===== config.mk =====
export PLATFORM = sky130hd
export DESIGN_NAME = teb_control
export DESIGN_NICKNAME = d
export VERILOG_FILES = /design/src/rtl/core/teb_pkg.sv /design/src/rtl/core/teb_control.sv
export SDC_FILE = /design/constraint.sdc
export NUM_CORES = 1
export LEC_CHECK = 0
export BUFFER_PORTS_ARGS = -buffer_cell sky130_fd_sc_hd__buf_2
export CAP_MARGIN = 20
export CORE_AREA = 4 4 41 43
export DETAILED_ROUTE_END_ITERATION = 7
export DIE_AREA = 0 0 45 47
export GPL_ROUTABILITY_DRIVEN = 0
export GPL_TIMING_DRIVEN = 0
export PLACE_DENSITY = 0.64
export SYNTH_ARGS = -nofsm -noshare
export SYNTH_HDL_FRONTEND = slang
export SYNTH_SLANG_ARGS = --single-unit

===== constraint.sdc =====
create_clock -name clock -period 1.4 [get_ports clock]
set_input_delay 0.21 -clock clock [delete_from_list [all_inputs] [get_ports clock]]
set_output_delay 0.21 -clock clock [all_outputs]
set_load 0.005 [all_outputs]

===== src/rtl/core/teb_pkg.sv =====
package teb_pkg;

   localparam int NUM_SOURCES = 8;
   localparam int QUEUE_DEPTH = 16;
   localparam int TAG_BITS = 16;

   localparam int MODE_BITS = 2;
   localparam int SOURCE_BITS = 3;
   localparam int TRIGGER_BITS = 32;
   localparam int FRAG_TAG_BITS = 16;
   localparam int KIND_BITS = 2;

   localparam int SRC_W = $clog2(NUM_SOURCES);
   localparam int PTR_W = $clog2(QUEUE_DEPTH);
   localparam int CNT_W = $clog2(QUEUE_DEPTH + 1);
   localparam int TAG_W = (TAG_BITS < FRAG_TAG_BITS) ? TAG_BITS : FRAG_TAG_BITS;
   localparam int STORE_DEPTH = NUM_SOURCES * QUEUE_DEPTH;
   localparam int STORE_ADDR_W = $clog2(STORE_DEPTH);
   localparam int STORE_W = TRIGGER_BITS + TAG_W;

   localparam logic [MODE_BITS-1:0] MODE_RECEIVE = 2'd0;
   localparam logic [MODE_BITS-1:0] MODE_CONNECT = 2'd1;
   localparam logic [MODE_BITS-1:0] MODE_DISCONNECT = 2'd2;

   localparam logic [KIND_BITS-1:0] KIND_BUILT = 2'd0;
   localparam logic [KIND_BITS-1:0] KIND_NO_FLAG = 2'd1;
   localparam logic [KIND_BITS-1:0] KIND_FULL = 2'd2;

   typedef enum logic [2:0] {
      ST_IDLE,
      ST_DECODE,
      ST_ERROR,
      ST_SCAN_READ,
      ST_SCAN_CHECK,
      ST_EMIT_READ,
      ST_EMIT_SEND,
      ST_PRUNE
   } state_type;

   typedef struct packed {
      logic accept;
      logic sel_src;
      logic connect;
      logic disconnect;
      logic push;
      logic scan_init;
      logic scan_check;
      logic idx_clear;
      logic idx_next;
      logic load_error;
      logic load_built;
      logic pop;
      logic prune;
   } cmd_type;

   typedef struct packed {
      logic [MODE_BITS-1:0] mode;
      logic trigger_flag;
      logic src_valid;
      logic queue_full;
      logic idx_known;
      logic sel_empty;
      logic idx_last;
      logic idx_in_mask;
      logic mask_done;
      logic rsp_free;
   } status_type;

endpackage


===== src/rtl/core/teb_control.sv =====
module teb_control import teb_pkg::*; (
   input  logic       clock,
   input  logic       reset,
   input  logic       req_valid,
   output logic       req_ready,
   input  status_type status,
   output cmd_type    cmd
);

   state_type state_ff, state_in;

   always_comb begin
      state_in = state_ff;
      unique case (state_ff)
         ST_IDLE: begin
            if (req_valid) begin
               state_in = ST_DECODE;
            end
         end
         ST_DECODE: begin
            state_in = ST_IDLE;
            if (status.src_valid && status.mode == MODE_RECEIVE) begin
               if (!status.trigger_flag || status.queue_full) begin
                  state_in = ST_ERROR;
               end else begin
                  state_in = ST_SCAN_READ;
               end
            end
         end
         ST_ERROR: begin
            if (status.rsp_free) begin
               state_in = ST_IDLE;
            end
         end
         ST_SCAN_READ: begin
            if (!status.idx_known) begin
               if (status.idx_last) begin
                  state_in = ST_EMIT_READ;
               end
            end else if (status.sel_empty) begin
               state_in = ST_IDLE;
            end else begin
               state_in = ST_SCAN_CHECK;
            end
         end
         ST_SCAN_CHECK: begin
            state_in = status.idx_last ? ST_EMIT_READ : ST_SCAN_READ;
         end
         ST_EMIT_READ: begin
            if (status.idx_in_mask) begin
               state_in = ST_EMIT_SEND;
            end else if (status.idx_last) begin
               state_in = ST_PRUNE;
            end
         end
         ST_EMIT_SEND: begin
            if (status.rsp_free) begin
               state_in = status.mask_done ? ST_PRUNE : ST_EMIT_READ;
            end
         end
         ST_PRUNE: begin
            state_in = ST_IDLE;
         end
         default: begin
            state_in = ST_IDLE;
         end
      endcase
   end

   always_comb begin
      cmd = '0;
      req_ready = 1'b0;
      unique case (state_ff)
         ST_IDLE: begin
            req_ready = 1'b1;
            cmd.accept = req_valid;
         end
         ST_DECODE: begin
            cmd.sel_src = 1'b1;
            if (status.src_valid) begin
               unique case (status.mode)
                  MODE_CONNECT: begin
                     cmd.connect = 1'b1;
                  end
                  MODE_DISCONNECT: begin
                     cmd.disconnect = 1'b1;
                  end
                  MODE_RECEIVE: begin
                     if (status.trigger_flag && !status.queue_full) begin
                        cmd.push = 1'b1;
                        cmd.scan_init = 1'b1;
                        cmd.idx_clear = 1'b1;
                     end
                  end
                  default: begin
                  end
               endcase
            end
         end
         ST_ERROR: begin
            cmd.load_error = status.rsp_free;
         end
         ST_SCAN_READ: begin
            cmd.idx_clear = !status.idx_known && status.idx_last;
            cmd.idx_next = !status.idx_known && !status.idx_last;
         end
         ST_SCAN_CHECK: begin
            cmd.scan_check = 1'b1;
            cmd.idx_clear = status.idx_last;
            cmd.idx_next = !status.idx_last;
         end
         ST_EMIT_READ: begin
            cmd.idx_next = !status.idx_in_mask && !status.idx_last;
         end
         ST_EMIT_SEND: begin
            if (status.rsp_free) begin
               cmd.load_built = 1'b1;
               cmd.pop = 1'b1;
               cmd.idx_next = !status.mask_done;
            end
         end
         ST_PRUNE: begin
            cmd.prune = 1'b1;
         end
         default: begin
         end
      endcase
   end

   always_ff @(posedge clock) begin
      if (reset) begin
         state_ff <= ST_IDLE;
      end else begin
         state_ff <= state_in;
      end
   end

endmodule


==> flow_metrics.py <==
metrics = {
    "sta": {
        "final_hold_viol_count": 0,
        "rsz0062_at_grt": "true",
        "skew_ps": 6.21,
        "post-route-period-util": 1.15,
        "setup_tns_ps": -849,
        "tightest_slew_ps": 439,
        "finalSetupViolations": 8,
        "finalMaxSlewViolations": 0,
        "finalWorstSetupSlack_ps": -211,
        "slew_headroom": 0.705,
        "hold_ws_ps": 208,
        "max_freq_mhz": 621,
        "min_period_ps": 1610,
    },
    "drt": {
        "wirelength_microns": 1470,
        "ant_nets": 0,
        "vias": 565,
        "drc_errors": 0,
        "drt-initial-drc-count": 11,
        "dr.pass1.iters": 4,
        "wl_per_cell_microns": 13.4,
        "vias_per_cell": 5.18,
    },
    "power": {
        "peakVddDrop_v": 0.000435,
        "seq_power_share": 0.197,
        "power_leakage_nw": 0.387,
        "power_switching_mw": 0.225,
        "clock_power_share": 0.279,
        "pwr-share-comb": 0.523,
        "power.internal_mw": 0.357,
        "power_density_mw_per_mm2": 753,
        "p_sw_frac": 0.386,
        "power_mw": 0.581,
    },
    "cells_and_area": {
        "fill_cells": 123,
        "syn_to_final_growth_pct": 87.5,
        "final_util": 0.593,
        "largest_reg_flops": 3,
        "num_antenna_cells": 0,
        "stdcell_area_sq_um": 772,
        "drive_gt1_frac": 0.702,
        "finalNetCount": 109,
        "top_register": "state_ff",
        "reg_top3": "state_ff x3",
    },
    "global_routing": {
        "met1_usage": 0.170,
        "busiest_layer": "met2",
        "grt_pass1_vias": 494,
        "grt_pass1_wl_microns": 2180,
        "grt_overflow": 0,
        "use_met3": 0.0498,
        "met2_usage": 0.243,
        "grt_usage": 0.142,
        "antenna_found_initial": 0,
        "grt_max_degree": 11,
    },
    "floorplan": {
        "fp.dieW_microns": 45,
        "floorplan.initialDensity": 0.316,
        "ios": 28,
        "die_h_microns": 47,
        "core_sq_mm": 0.00130,
        "die-area_sq_mm": 0.00212,
        "fp-row-count": 13,
    },
    "run_status": {
        "status": "complete, but fails checks",
        "violations": "setup timing",
    },
    "clock_tree": {
        "clk_pin_slew_ps": 40,
        "root_buffer": "clkbuf_4",
        "clock-sinks": 3,
        "numCtsBuffers": 3,
        "clockBufferDepth": 2,
        "clkLatencyLatePin_ps": 240,
        "cts_tree": "yes",
        "htreeDepth": 1,
    },
    "worst_setup_path": {
        "path_max_fanout": 7,
        "crit_path_start_kind": "flop",
        "cp.arrival_ps": 1400,
        "worst_setup_path_end_kind": "output pin",
        "cp.required_ps": 1190,
        "crit_type": "flop to output pin",
    },
    "placed_design": {
        "placed_area_sq_um": 566,
        "port_buffers": 27,
        "hpwlAfterDp_microns": 984,
    },
    "worst_hold_path": {
        "hold_class": "primary input to flop",
    },
    "yosys": {
        "netlist_area_sq_um": 412,
        "postSynthCellCount": 55,
        "yosysSeqAreaShare": 0.146,
        "yosys_warnings": 0,
        "ys_types": 30,
        "synth_area_per_cell_sq_um": 7.48,
        "synth_seq_cells": 3,
        "syn-num-nets": 69,
    },
    "job": {
        "cap_violations": 0,
    },
}
## through the flow
| step | setup slack, ps | std cells |
|---|---|---|
| floorplan | 83.9 | 55 |
| global placement | -94.7 | 97 |
| detailed placement | -167 | 97 |
| CTS | -193 | 110 |
| global route | -269 | 109 |
| finish | -211 | 109 |
## synth_stat cells
master,instances,area share
a31o_1,1,0.021
dfxtp_1,3,0.15
o41ai_2,1,0.040
or2b_1,1,0.018
and4_1,1,0.021
a211oi_1,1,0.018
buf_4,2,0.036
and3_1,2,0.030
nand2_1,4,0.036
nand2b_1,1,0.015
o22ai_1,1,0.015
a311o_1,1,0.024
a21oi_1,2,0.024
or3_1,1,0.015
nor3b_1,3,0.055
nor2b_1,1,0.015
o21ai_1,3,0.036
o21a_1,1,0.018
a21oi_2,1,0.021
inv_1,4,0.036
o211a_4,1,0.043
o31ai_2,1,0.030
and2_1,2,0.030
buf_1,1,0.0091
nor3_1,5,0.061
nor3b_2,2,0.061
buf_6,2,0.055
nand3_1,1,0.012
nand3b_1,1,0.018
nor2_1,4,0.036
## timing repair
| action | 4_1_cts | 5_1_grt |
|---|---|---|
| setup buffers | 10 | 1 |
| gates resized for setup | 16 | 11 |
| pin swaps | 7 | 4 |
| setup endpoints to repair | 13 | 15 |
| hold buffers | 0 | 0 |
## power by group through the flow
| stage | clock network, mW | logic (mW) | registers (mW) |
|---|---|---|---|
| finish | 0.162 | 0.304 | 0.115 |
| global route | 0.179 | 0.329 | 0.116 |
| CTS | 0.163 | 0.260 | 0.112 |
| detailed placement | 0 | 0.207 | 0.111 |
| global placement | 0 | 0.204 | 0.110 |
| floorplan | 0 | 0.133 | 0.108 |
## cells in the final DEF, fill, tap and decap left out, types with 2 or more instances in the layout
master	synthesis	final
a21oi_1	2	2
buf_2	0	27
buf_4	2	9
buf_6	2	4
clkbuf_4	0	3
dfxtp_2	0	2
inv_1	4	4
nand2_1	4	2
nor2_1	4	3
nor3_1	5	2
nor3_2	0	2
nor3b_2	2	2
nor3b_4	0	3
o21ai_1	3	2
## kinds of logic after synthesis
kind of cell | share of synthesized area
AO/OA/AOI/OAI | 0.292
flip-flops | 0.146
buffers and inverters | 0.137
AND/OR/NAND/NOR | 0.426
## routing by layer
metal / vias to the layer above / wire [microns]
li1: 275 / -
met1: 266 / 560
met2: 21 / 773
met3: 3 / 123
met4: 0 / 9
met5: - / 0
## worst paths after layout
path / cells after the start / endpoint / from / slack (ps)
hold reg to reg: 3 / state_ff[2] / state_ff[0] / 680
setup reg to reg: 5 / state_ff[1] / state_ff[2] / -10
hold / removal: 2 / state_ff[0] / reset / 210
setup / recovery: 5 / cmd[4] / state_ff[2] / -210
## worst max-delay path, cell delays in order (launching register included)
cell and delay [ps]:
dfxtp_2 330, buf_6 140, nor3b_4 150, o211a_4 230, a31o_1 180, buf_2 120
## cell type report
cell class / count / area [sq um] / area share
flip-flops and latches: 3 / 66.3 / 0.0859
plain buffers: 4 / 35.0 / 0.0454
inverters: 4 / 15.0 / 0.0194
repair buffers: 36 / 213 / 0.276
multi-input cells: 43 / 398 / 0.515
well taps: 15 / 18.8 / 0.0243
clock buffers: 4 / 26.3 / 0.0340
Note: power is estimated with default switching activity, not from simulation.
